===== src/hw/rtl/dpsg_pkg.sv =====
// Shared types, constants and the attenuation ROM for the dual PSG sample generator.
`timescale 1ns / 1ps

package dpsg_pkg;

    typedef struct packed {
        logic [1:0] command;
        logic [7:0] data;
    } t_in_item;

    typedef struct packed {
        logic [14:0] left_sample;
        logic [14:0] right_sample;
    } t_out_item;

    typedef enum logic [1:0] {
        MIX_L  = 2'd0,
        MIX_R  = 2'd1,
        MIX_LR = 2'd2
    } t_mix_sel;

    localparam logic [1:0]  CMD_TONE      = 2'd0;
    localparam logic [1:0]  CMD_NOISE     = 2'd1;
    localparam logic [1:0]  CMD_SAMPLE    = 2'd2;
    localparam logic [2:0]  REG_NOISE     = 3'd6;
    localparam logic [1:0]  NMODE_TONE2   = 2'd3;

    localparam logic [15:0] C_STEP_RST    = 16'd15052;
    localparam logic [16:0] C_FB_WHITE    = 17'h14002;
    localparam logic [16:0] C_FB_PERIODIC = 17'h08000;
    localparam logic [16:0] C_PRESET      = 17'h00f35;
    localparam logic [27:0] C_ONE         = 28'h0010000;
    localparam logic [16:0] C_ONE_17      = 17'h10000;
    localparam logic [31:0] C_SAT_SUM     = 32'h7fff0000;
    localparam logic [14:0] C_SAT         = 15'h7fff;

    function automatic logic [13:0] att_gain(input logic [3:0] a);
        logic [13:0] g;
        case (a)
            4'd0:    g = 14'd10922;
            4'd1:    g = 14'd8675;
            4'd2:    g = 14'd6891;
            4'd3:    g = 14'd5473;
            4'd4:    g = 14'd4348;
            4'd5:    g = 14'd3453;
            4'd6:    g = 14'd2743;
            4'd7:    g = 14'd2179;
            4'd8:    g = 14'd1731;
            4'd9:    g = 14'd1374;
            4'd10:   g = 14'd1092;
            4'd11:   g = 14'd867;
            4'd12:   g = 14'd689;
            4'd13:   g = 14'd547;
            4'd14:   g = 14'd434;
            default: g = 14'd0;
        endcase
        return g;
    endfunction

endpackage


===== src/hw/rtl/dpsg_div.sv =====
// Iterative restoring divider, one quotient bit per cycle, remainder and quotient parity.
`timescale 1ns / 1ps

module dpsg_div
    import dpsg_pkg::*;
(
    input  logic        i_clk,
    input  logic        i_rst_n,
    input  logic        i_start,
    input  logic [15:0] i_dividend,
    input  logic [26:0] i_divisor,
    output logic        o_done,
    output logic [15:0] o_rem,
    output logic        o_q_lsb
);

    logic        r_busy;
    logic        r_done;
    logic [3:0]  r_cnt;
    logic [15:0] r_rem;
    logic [15:0] r_dvd;
    logic        r_qlsb;

    logic [16:0] w_sh;
    logic        w_ge;
    logic [27:0] w_sub;

    always_comb begin
        w_sh  = {r_rem, r_dvd[15]};
        w_ge  = {11'd0, w_sh} >= {1'b0, i_divisor};
        w_sub = {11'd0, w_sh} - {1'b0, i_divisor};
    end

    always_ff @(posedge i_clk) begin
        if (!i_rst_n) begin
            r_busy <= 1'b0;
            r_done <= 1'b0;
            r_cnt  <= 4'd0;
        end else begin
            r_done <= 1'b0;
            if (i_start) begin
                r_busy <= 1'b1;
                r_cnt  <= 4'd0;
            end else if (r_busy) begin
                r_cnt <= r_cnt + 4'd1;
                if (r_cnt == 4'd15) begin
                    r_busy <= 1'b0;
                    r_done <= 1'b1;
                end
            end
        end
    end

    always_ff @(posedge i_clk) begin
        if (i_start) begin
            r_rem <= 16'd0;
            r_dvd <= i_dividend;
        end else if (r_busy) begin
            r_rem  <= w_ge ? w_sub[15:0] : w_sh[15:0];
            r_dvd  <= {r_dvd[14:0], 1'b0};
            r_qlsb <= w_ge;
        end
    end

    assign o_done  = r_done;
    assign o_rem   = r_rem;
    assign o_q_lsb = r_qlsb;

endmodule


===== src/hw/rtl/dpsg_mix.sv =====
// Shared multiplier with left/right accumulators for the stereo mix.
`timescale 1ns / 1ps

module dpsg_mix
    import dpsg_pkg::*;
(
    input  logic        i_clk,
    input  logic        i_rst_n,
    input  logic        i_clear,
    input  logic        i_en,
    input  logic [16:0] i_a,
    input  logic [13:0] i_b,
    input  t_mix_sel    i_sel,
    output logic [31:0] o_left_sum,
    output logic [31:0] o_right_sum
);

    logic        r_pv;
    t_mix_sel    r_sel;
    logic [30:0] r_prod;
    logic [31:0] r_lsum;
    logic [31:0] r_rsum;

    always_ff @(posedge i_clk) begin
        if (!i_rst_n) begin
            r_pv <= 1'b0;
        end else begin
            r_pv <= i_en && !i_clear;
        end
    end

    always_ff @(posedge i_clk) begin
        r_prod <= i_a * i_b;
        r_sel  <= i_sel;
        if (i_clear) begin
            r_lsum <= 32'd0;
            r_rsum <= 32'd0;
        end else if (r_pv) begin
            unique case (r_sel)
                MIX_L: begin
                    r_lsum <= r_lsum + {1'b0, r_prod};
                end
                MIX_R: begin
                    r_rsum <= r_rsum + {1'b0, r_prod};
                end
                default: begin
                    r_lsum <= r_lsum + {1'b0, r_prod};
                    r_rsum <= r_rsum + {1'b0, r_prod};
                end
            endcase
        end
    end

    assign o_left_sum  = r_lsum;
    assign o_right_sum = r_rsum;

endmodule


===== src/hw/rtl/dual_psg_stereo_sample_generator.sv =====
// Top level: register writes, per-sample sequencer, tone/noise integration and output register.
//
//  channel  | signals                               | direction
//  ---------+---------------------------------------+----------
//  in item  | i_in_valid, o_in_stall, i_in_item     | in
//  out item | o_out_valid, i_out_stall, o_out_item  | out
//  config   | i_cfg_we, i_cfg_data (update_step)    | in
//
// A write item is taken directly from idle. A sample item steps each tone channel
// through ST_T_SET, and when its phase wraps also through the shared divider (ST_T_DIV)
// and ST_T_UPA/ST_T_UPB; then ST_N_RUN runs to each noise shifter event in turn and to
// the sample end, then the terms are mixed through the shared multiplier (ST_MIX, ST_DRAIN).
// Reset (synchronous, active low) loads power-on register values.
// The finished item waits in the output register; a new item is taken meanwhile.
`timescale 1ns / 1ps

module dual_psg_stereo_sample_generator
    import dpsg_pkg::*;
(
    input  logic        i_clk,
    input  logic        i_rst_n,
    input  logic        i_cfg_we,
    input  logic [15:0] i_cfg_data,
    input  logic        i_in_valid,
    output logic        o_in_stall,
    input  t_in_item    i_in_item,
    output logic        o_out_valid,
    input  logic        i_out_stall,
    output t_out_item   o_out_item
);

    typedef enum logic [8:0] {
        ST_IDLE  = 9'b000000001,
        ST_T_SET = 9'b000000010,
        ST_T_DIV = 9'b000000100,
        ST_T_UPA = 9'b000001000,
        ST_T_UPB = 9'b000010000,
        ST_N_RUN = 9'b000100000,
        ST_MIX   = 9'b001000000,
        ST_DRAIN = 9'b010000000,
        ST_DONE  = 9'b100000000
    } t_state;

    t_state      r_state;
    t_state      n_state;

    logic [15:0] r_step;
    logic [9:0]  r_freq  [2][3];
    logic [2:0]  r_last  [2];
    logic [26:0] r_thp   [2][3];
    logic [26:0] r_nhp;
    logic [2:0]  r_nmode;
    logic [16:0] r_shift;
    logic [13:0] r_gain  [2][4];
    logic [27:0] r_tpc   [3];
    logic        r_tlvl  [3];
    logic [27:0] r_npc;
    logic [16:0] r_hi    [4];
    logic [16:0] r_left;
    logic [1:0]  r_idx;
    logic [2:0]  r_k;
    logic [15:0] r_d;
    logic [27:0] r_pcn;
    logic [28:0] r_hsum;
    logic        r_oval;
    t_out_item   r_out;

    logic        w_acc;
    logic        w_sample;
    logic        w_wr;
    logic        w_ch;
    logic        w_latch;
    logic [7:0]  w_data;
    logic [2:0]  w_reg;
    logic        w_is_tone;
    logic [1:0]  w_tci;
    logic [15:0] w_step_e;
    logic [9:0]  w_fnew;
    logic [25:0] w_prod;
    logic [26:0] w_per;
    logic [26:0] w_nper;

    logic [27:0] w_pc;
    logic [26:0] w_p;
    logic        w_lvl;
    logic        w_fast;
    logic [16:0] w_d17;
    logic        w_div_done;
    logic [15:0] w_rem;
    logic        w_qlsb;
    logic        w_oddh;
    logic        w_newl;
    logic [28:0] w_p29;
    logic [28:0] w_half;
    logic [28:0] w_v;

    logic        w_nlt;
    logic [16:0] w_next;
    logic [27:0] w_npc_dec;
    logic [16:0] w_left_dec;
    logic [16:0] w_sh_x;

    logic        w_mix_en;
    logic [16:0] w_mix_a;
    logic [13:0] w_mix_b;
    t_mix_sel    w_mix_sel;
    logic [31:0] w_lsum;
    logic [31:0] w_rsum;
    logic        w_out_free;

    assign o_in_stall = (r_state != ST_IDLE);
    assign w_acc      = i_in_valid && !o_in_stall;
    assign w_sample   = w_acc && (i_in_item.command == CMD_SAMPLE);
    assign w_wr       = w_acc && (i_in_item.command == CMD_TONE ||
                                  i_in_item.command == CMD_NOISE);
    assign w_out_free = !r_oval || !i_out_stall;

    // register write decode
    always_comb begin
        w_ch      = i_in_item.command[0];
        w_data    = i_in_item.data;
        w_latch   = w_data[7];
        w_reg     = w_latch ? w_data[6:4] : r_last[w_ch];
        w_is_tone = !w_reg[0] && (w_reg != REG_NOISE);
        w_tci     = (w_reg[2:1] == 2'd3) ? 2'd2 : w_reg[2:1];
        w_step_e  = (r_step == 16'd0) ? 16'd1 : r_step;
        w_fnew    = w_latch ? {r_freq[w_ch][w_tci][9:4], w_data[3:0]}
                            : {w_data[5:0], r_freq[w_ch][w_tci][3:0]};
        w_prod    = w_step_e * w_fnew;
        w_per     = (w_fnew == 10'd0) ? {11'd0, w_step_e} : {1'b0, w_prod};
        case (w_data[1:0])
            2'd0:    w_nper = {6'd0, w_step_e, 5'd0};
            2'd1:    w_nper = {5'd0, w_step_e, 6'd0};
            2'd2:    w_nper = {4'd0, w_step_e, 7'd0};
            default: w_nper = {r_thp[1][2][25:0], 1'b0};
        endcase
    end

    // tone integration
    always_comb begin
        w_pc   = r_tpc[r_idx];
        w_p    = r_thp[0][r_idx];
        w_lvl  = r_tlvl[r_idx];
        w_fast = w_pc > C_ONE;
        w_d17  = C_ONE_17 - w_pc[16:0];
        w_p29  = {2'd0, w_p};
        w_oddh = !w_qlsb;
        w_newl = w_oddh ? !w_lvl : w_lvl;
        w_half = (r_hsum - (w_oddh ? w_p29 : 29'd0)) >> 1;
        w_v    = (w_lvl ? {1'b0, w_pc} : 29'd0) + w_half
               + ((w_oddh && w_newl) ? w_p29 : 29'd0)
               - (w_newl ? {1'b0, r_pcn} : 29'd0);
    end

    // noise integration
    always_comb begin
        w_nlt      = r_npc < {11'd0, r_left};
        w_next     = w_nlt ? r_npc[16:0] : r_left;
        w_npc_dec  = r_npc - {11'd0, w_next};
        w_left_dec = r_left - w_next;
        w_sh_x     = r_shift[0] ? (r_shift ^ (r_nmode[2] ? C_FB_WHITE : C_FB_PERIODIC))
                                : r_shift;
    end

    // mix term selection
    always_comb begin
        w_mix_en = (r_state == ST_MIX);
        case (r_k)
            3'd0:    begin w_mix_a = r_hi[0]; w_mix_b = r_gain[0][0]; w_mix_sel = MIX_L;  end
            3'd1:    begin w_mix_a = r_hi[0]; w_mix_b = r_gain[1][0]; w_mix_sel = MIX_R;  end
            3'd2:    begin w_mix_a = r_hi[1]; w_mix_b = r_gain[0][1]; w_mix_sel = MIX_L;  end
            3'd3:    begin w_mix_a = r_hi[1]; w_mix_b = r_gain[1][1]; w_mix_sel = MIX_R;  end
            3'd4:    begin w_mix_a = r_hi[2]; w_mix_b = r_gain[0][2]; w_mix_sel = MIX_L;  end
            3'd5:    begin w_mix_a = r_hi[2]; w_mix_b = r_gain[1][2]; w_mix_sel = MIX_R;  end
            default: begin w_mix_a = r_hi[3]; w_mix_b = r_gain[1][3]; w_mix_sel = MIX_LR; end
        endcase
    end

    always_comb begin
        n_state = r_state;
        unique case (r_state)
            ST_IDLE:  if (w_sample) n_state = ST_T_SET;
            ST_T_SET: begin
                if (!w_fast) begin
                    n_state = ST_T_DIV;
                end else if (r_idx == 2'd2) begin
                    n_state = ST_N_RUN;
                end
            end
            ST_T_DIV: if (w_div_done) n_state = ST_T_UPA;
            ST_T_UPA: n_state = ST_T_UPB;
            ST_T_UPB: n_state = (r_idx == 2'd2) ? ST_N_RUN : ST_T_SET;
            ST_N_RUN: if (w_left_dec == 17'd0) n_state = ST_MIX;
            ST_MIX:   if (r_k == 3'd6) n_state = ST_DRAIN;
            ST_DRAIN: n_state = ST_DONE;
            ST_DONE:  if (w_out_free) n_state = ST_IDLE;
            default:  n_state = ST_IDLE;
        endcase
    end

    always_ff @(posedge i_clk) begin
        if (!i_rst_n) begin
            r_state <= ST_IDLE;
            r_oval  <= 1'b0;
        end else begin
            r_state <= n_state;
            if (r_state == ST_DONE && w_out_free) begin
                r_oval <= 1'b1;
            end else if (!i_out_stall) begin
                r_oval <= 1'b0;
            end
        end
    end

    // chip registers and sample state
    always_ff @(posedge i_clk) begin
        if (!i_rst_n) begin
            r_step  <= C_STEP_RST;
            r_nhp   <= {11'd0, C_STEP_RST};
            r_nmode <= 3'd0;
            r_shift <= 17'd0;
            r_npc   <= {12'd0, C_STEP_RST};
            for (int c = 0; c < 2; c++) begin
                r_last[c] <= 3'd0;
                for (int t = 0; t < 3; t++) begin
                    r_freq[c][t] <= 10'd0;
                    r_thp[c][t]  <= {11'd0, C_STEP_RST};
                end
                for (int g = 0; g < 4; g++) begin
                    r_gain[c][g] <= 14'd0;
                end
            end
            for (int t = 0; t < 3; t++) begin
                r_tpc[t]  <= {12'd0, C_STEP_RST};
                r_tlvl[t] <= 1'b0;
            end
        end else begin
            if (i_cfg_we) begin
                r_step <= i_cfg_data;
            end
            if (w_wr) begin
                if (w_latch) begin
                    r_last[w_ch] <= w_reg;
                end
                if (w_is_tone) begin
                    r_freq[w_ch][w_tci] <= w_fnew;
                    r_thp[w_ch][w_tci]  <= w_per;
                    if (w_ch && w_tci == 2'd2 && r_nmode[1:0] == NMODE_TONE2) begin
                        r_nhp <= {w_per[25:0], 1'b0};
                    end
                end else if (w_latch && w_reg == REG_NOISE) begin
                    if (w_ch) begin
                        r_nmode <= w_data[2:0];
                        r_nhp   <= w_nper;
                        r_shift <= C_PRESET;
                    end
                end else if (w_latch) begin
                    r_gain[w_ch][w_reg[2:1]] <= att_gain(w_data[3:0]);
                end
            end
            if (r_state == ST_T_SET && w_fast) begin
                r_tpc[r_idx] <= w_pc - C_ONE;
            end
            if (r_state == ST_T_UPB) begin
                r_tpc[r_idx]  <= r_pcn;
                r_tlvl[r_idx] <= w_newl;
            end
            if (r_state == ST_N_RUN && w_npc_dec == 28'd0) begin
                r_shift <= {1'b0, w_sh_x[16:1]};
                r_npc   <= {1'b0, r_nhp};
            end else if (r_state == ST_N_RUN) begin
                r_npc <= w_npc_dec;
            end
        end
    end

    // sequencer datapath
    always_ff @(posedge i_clk) begin
        if (!i_rst_n) begin
            r_idx  <= 2'd0;
            r_k    <= 3'd0;
            r_left <= C_ONE_17;
        end else begin
            unique case (r_state)
                ST_IDLE: begin
                    r_idx   <= 2'd0;
                    r_k     <= 3'd0;
                    r_left  <= C_ONE_17;
                    r_hi[3] <= 17'd0;
                end
                ST_T_SET: begin
                    r_d <= w_d17[15:0];
                    if (w_fast) begin
                        r_hi[r_idx] <= w_lvl ? C_ONE_17 : 17'd0;
                        r_idx       <= r_idx + 2'd1;
                    end
                end
                ST_T_UPA: begin
                    r_pcn  <= {1'b0, w_p} - {12'd0, w_rem};
                    r_hsum <= {13'd0, r_d} + w_p29 - {13'd0, w_rem};
                end
                ST_T_UPB: begin
                    r_hi[r_idx] <= w_v[16:0];
                    r_idx       <= r_idx + 2'd1;
                end
                ST_N_RUN: begin
                    r_left <= w_left_dec;
                    if (r_shift[0]) begin
                        r_hi[3] <= r_hi[3] + w_next;
                    end
                end
                ST_MIX: begin
                    r_k <= r_k + 3'd1;
                end
                default: begin
                end
            endcase
        end
    end

    always_ff @(posedge i_clk) begin
        if (r_state == ST_DONE && w_out_free) begin
            r_out.left_sample  <= (w_lsum > C_SAT_SUM) ? C_SAT : w_lsum[30:16];
            r_out.right_sample <= (w_rsum > C_SAT_SUM) ? C_SAT : w_rsum[30:16];
        end
    end

    assign o_out_valid = r_oval;
    assign o_out_item  = r_out;

    dpsg_div u_div (
        .i_clk      (i_clk),
        .i_rst_n    (i_rst_n),
        .i_start    (r_state == ST_T_SET && !w_fast),
        .i_dividend (w_d17[15:0]),
        .i_divisor  (w_p),
        .o_done     (w_div_done),
        .o_rem      (w_rem),
        .o_q_lsb    (w_qlsb)
    );

    dpsg_mix u_mix (
        .i_clk       (i_clk),
        .i_rst_n     (i_rst_n),
        .i_clear     (w_sample),
        .i_en        (w_mix_en),
        .i_a         (w_mix_a),
        .i_b         (w_mix_b),
        .i_sel       (w_mix_sel),
        .o_left_sum  (w_lsum),
        .o_right_sum (w_rsum)
    );

    a_sample_busy: assert property (@(posedge i_clk) disable iff (!i_rst_n)
        w_sample |=> o_in_stall) else $error("sample item did not start the sequencer");

    a_left_range: assert property (@(posedge i_clk) disable iff (!i_rst_n)
        r_left <= C_ONE_17) else $error("noise time left out of range");

    a_npc_nonzero: assert property (@(posedge i_clk) disable iff (!i_rst_n)
        r_npc != 28'd0) else $error("noise phase reached zero");

    a_div_done_state: assert property (@(posedge i_clk) disable iff (!i_rst_n)
        w_div_done |-> r_state == ST_T_DIV) else $error("divider done outside wait state");

endmodule


===== config.mk =====
export PLATFORM = sky130hd
export DESIGN_NAME = dual_psg_stereo_sample_generator
export DESIGN_NICKNAME = d
export VERILOG_FILES = /design/src/hw/rtl/dpsg_pkg.sv /design/src/hw/rtl/dpsg_div.sv /design/src/hw/rtl/dpsg_mix.sv /design/src/hw/rtl/dual_psg_stereo_sample_generator.sv
export SDC_FILE = /design/constraint.sdc
export NUM_CORES = 2
export LEC_CHECK = 0
export CAP_MARGIN = 20
export CELL_PAD_IN_SITES_DETAIL_PLACEMENT = 0
export CELL_PAD_IN_SITES_GLOBAL_PLACEMENT = 1
export CORE_ASPECT_RATIO = 1.75
export CORE_UTILIZATION = 44
export DETAILED_ROUTE_END_ITERATION = 8
export DONT_BUFFER_PORTS = 1
export PLACE_DENSITY_LB_ADDON = 0.08
export SYNTH_ARGS = -nofsm -noshare
export SYNTH_HDL_FRONTEND = slang
export SYNTH_SLANG_ARGS = --single-unit

===== constraint.sdc =====
create_clock -name i_clk -period 16.3 [get_ports i_clk]
set_clock_uncertainty 0.2 [all_clocks]
set_input_delay 1.63 -clock i_clk [delete_from_list [all_inputs] [get_ports i_clk]]
set_output_delay 1.63 -clock i_clk [all_outputs]
set_load 0.005 [all_outputs]

==> impl_results.md <==
- Run status: finished, final reports clean
- Total Neg Setup Slack: 0 ps
- Overall routing resource usage: between 20 and 30%
- Most area-hungry cell type in the Yosys netlist: sky130_fd_sc_hd__edfxtp_1
- Internal power: roughly 5400 uW
- Area growth from synthesis to final layout: 8.52%
- Number of design-rule violations left by the first detailed-router iteration: between 2000 and 2500
- DIE HEIGHT: just under 500 um
- Starting density of the core: approximately 44%
- DP Area: roughly 60000 sq um
- Worst min-delay path category: reg -> reg
- Most common flop cell mapped by yosys: sky130_fd_sc_hd__edfxtp_1
- Startpoint Class: flop
- Die area: about 130000 sq um
- Standard cell core area: between 100000 and 150000 sq um
- Wire length of the first global-routing pass: between 200000 and 300000 um
- Cell area power density: 154 nW/um^2
- Largest net degree at the start of global routing: 85
- Gp weighted congestion: roughly 0.91
- WS Path Type: reg -> reg
- Routed len/inst: ~24 um
- Mapped Cells: around 6000
- Critical Path RT: between 15000 and 20000 ps
- Count of port buffers added during placement: 0
- Final std cell area, no fill: 62400 sq um
- First-pass DRT Iterations: 6
- Fill cell total of the finished layout: about 12000
- Final hold vios: 0
- Share of power burned in registers: roughly a quarter
- Cell at the root of the clock tree: sky130_fd_sc_hd__clkbuf_16
- Warnings from Yosys: 0
- Max-cap violation count: 0
- CTS H-Tree Depth: 3
- Final critical path time including I/O delays and setup: 9590 ps
- Max IR drop VDD: between 150 and 200 uV
- Longest individual stage delay on the worst path: roughly 760 ps
- Share of synthesized registers carrying an async set or reset: 0%
- Post-Place Setup Slack: 6590 ps
- Drc violations: 0
- Sink count of the clock tree: 804
- CP arrival: 10000 ps
- CTS tree: yes
- Syn_area_per_cell: about 9.6 sq um
- Via count of the first global-routing pass: about 46000
- Total length of routed wires: between 150000 and 200000 um
- Number of hold buffers added after CTS: 0
- Fin worst setup slack: about 6700 ps
- Worst-case clock buffer depth: 3
- Sequential fraction of the synthesis area: between 30% and 40%
- Library cell with the highest instance count after synthesis: sky130_fd_sc_hd__nand2_1
- Power dissipated by switching net loads: about 4200 uW
- Initial antenna violation count: 6
- Rel. slew slack: about 22%
- Number of nets still failing antenna checks after routing: 0
- Final HPWL DP: approximately 140000 um
- Cell repeated most along the worst path: sky130_fd_sc_hd__fa_1
- Via Count: between 40000 and 50000
- Tightest Pin Transition: 1160 ps
- Number of post-CTS setup repair buffers: 0
- RSZ-0062 raised after global routing: false
- Period utilisation layout: about three fifths
- Sw Ratio: between 40% and 50%
- Number of synthesized flops with an enable pin: roughly 560
- Post-synthesis cell type count: 93
- I/O pin cnt: 63
- Critical path endpoint category: flop
- FF+latch count, synth: 804
- Standard-cell row count: approximately 180
- Source-to-sink clock delay at the later pin of the worst-skew pair: a little over 700 ps
- Combinational fraction of design power: approximately 53%
- Area contributors post-synth: sky130_fd_sc_hd__edfxtp_1 (29%), sky130_fd_sc_hd__fa_1 (12%), sky130_fd_sc_hd__dfxtp_1 (8.6%), sky130_fd_sc_hd__ha_1 (8.4%), sky130_fd_sc_hd__nand2_1 (4.5%)
- Number of nets in the final layout: around 6700
- Top cell types by occurrence after synthesis: sky130_fd_sc_hd__nand2_1 (686), sky130_fd_sc_hd__nor2_1 (680), sky130_fd_sc_hd__inv_1 (595)
- Gates resized, CTS repair: 0
- Via density per instance: 5.67
- # placed instances: approximately 7500
- Count of non-filler cells in the finished layout: between 7000 and 8000
- Share of layout cells above drive strength 1: between 6 and 7%
- Crit path max fanout: 53
- Post-CTS clock slew at the launch and capture registers of the worst setup and hold paths: 70 ps
- Synthesized cell area: ~58000 sq um
- Clock buffers created by TritonCTS: 84
- Count of final setup violators: 0
- Part of the power in the clock network: between 20% and 30%
- Post-synthesis net count: around 6700
- Static leakage: between 0.02 and 0.03 uW
- Top achievable clock speed: between 100 and 150 MHz
- Master of the slowest instance on the critical path: sky130_fd_sc_hd__o22ai_2
- Die width: 275 um
- Final Max Slew Viols: 0
- Sum of overflow across all layers after global routing: 0
- Top-area cell type share of the netlist area: ~30%
-- power by group through the flow --
| stage | logic, uW | clock network, uW | registers, uW |
|---|---|---|---|
| after global placement | 5070 | 0 | 2480 |
| after CTS | 5120 | 2090 | 2440 |
| after floorplan | 3490 | 0 | 2420 |
| final | 5120 | 2040 | 2440 |
| after detailed placement | 5090 | 0 | 2480 |
| after global routing | 5620 | 2150 | 2440 |
-- metal layers --
metal  track usage [%]  vias up  wire, um
met4              19.7        0     14100
met1              28.3    21603     64600
met2              54.4      954    102000
li1                  -    20472         -
met3              2.66      392      5220
met5                 0        -         0
-- worst max-delay path: cells and delay by family (launching register included) --
kind	cells	cell delay, ps
and+or+nand+nor	1	150
adders and majority gates	8	3850
buffers and inverters	6	1090
AOI/OAI and AO/OA	11	3650
DFF	1	390
xor gates and xnor gates	1	140
-- metrics by stage --
stage / power [uW] / hold WS (ps) / utilization (%)
after floorplan: 5910 / 225 / -
after global placement: 7560 / 245 / 45.8
after detailed placement: 7580 / 251 / 45.8
after CTS: 9650 / 261 / 48.1
after global routing: 10200 / 273 / 48.1
final: 9600 / 258 / 48.1
-- sequential cells by signal, summed over array words and instances, names as in the netlist, 26 cells and up, named ones only --
name and count:
r_hi 68, u_mix.o_right_sum 32, r_pcn 28, r_nhp 26, r_gain 98, r_npc 28
u_mix.o_left_sum 32, u_mix.r_prod 31, r_thp 104, r_tpc 112, r_freq 60, o_out_item 30
-- placed cells by master, fill, tap and decap left out, types with 39 or more instances in the layout --
cell type | netlist | layout
sky130_fd_sc_hd__mux2i_1 | 104 | 104
sky130_fd_sc_hd__clkbuf_16 | 0 | 85
sky130_fd_sc_hd__fa_1 | 343 | 343
sky130_fd_sc_hd__a211oi_1 | 58 | 57
sky130_fd_sc_hd__nand2b_1 | 86 | 86
sky130_fd_sc_hd__inv_1 | 595 | 595
sky130_fd_sc_hd__edfxtp_1 | 558 | 558
sky130_fd_sc_hd__a21oi_1 | 286 | 285
sky130_fd_sc_hd__nand3_1 | 90 | 89
sky130_fd_sc_hd__xor2_1 | 89 | 89
sky130_fd_sc_hd__xnor2_1 | 152 | 152
sky130_fd_sc_hd__or3_1 | 39 | 39
sky130_fd_sc_hd__a21o_1 | 84 | 84
sky130_fd_sc_hd__o21ai_0 | 224 | 220
sky130_fd_sc_hd__dfxtp_1 | 246 | 243
sky130_fd_sc_hd__ha_1 | 385 | 385
sky130_fd_sc_hd__nand2_1 | 686 | 686
sky130_fd_sc_hd__nor3_1 | 130 | 123
sky130_fd_sc_hd__a31oi_1 | 50 | 49
sky130_fd_sc_hd__and3_1 | 41 | 40
sky130_fd_sc_hd__nor2_1 | 680 | 679
sky130_fd_sc_hd__buf_4 | 3 | 105
sky130_fd_sc_hd__nand4_1 | 40 | 40
sky130_fd_sc_hd__nor2b_1 | 67 | 67
sky130_fd_sc_hd__and2_1 | 127 | 127
sky130_fd_sc_hd__o21a_1 | 48 | 48
-- final cells by class --
class | count | area (sq um) | area share [%]
Sequential cell | 804 | 21700 | 34.7
Clock inverter | 56 | 639 | 1.02
Timing Repair Buffer | 107 | 798 | 1.28
Tap cell | 1681 | 2100 | 3.37
Clock buffer | 98 | 2230 | 3.57
Antenna cell | 6 | 15.0 | 0.0241
Multi-Input combinational cell | 4314 | 32700 | 52.4
Inverter | 598 | 2250 | 3.60
-- cell families after synthesis --
logic type	count (synthesis)	share of synthesized area [%]
simple gates	2110	16.8
compound gates	1068	12.0
buf+inv	851	5.72
flops	804	37.7
fa+ha+maj	728	20.3
xor+xnor	241	3.67
mux	167	3.79
-- worst paths after layout --
path / cells after the start / slack [ps] / endpoint / from
max: 27 / 6710 / u_mix.r_prod[30] / r_k[2]
min: 2 / 260 / r_shift[3] / r_shift[4]
max reg2reg: 27 / 6710 / u_mix.r_prod[30] / r_k[2]
min reg2reg: 2 / 260 / r_shift[3] / r_shift[4]
(Power assumes the default switching activity.)
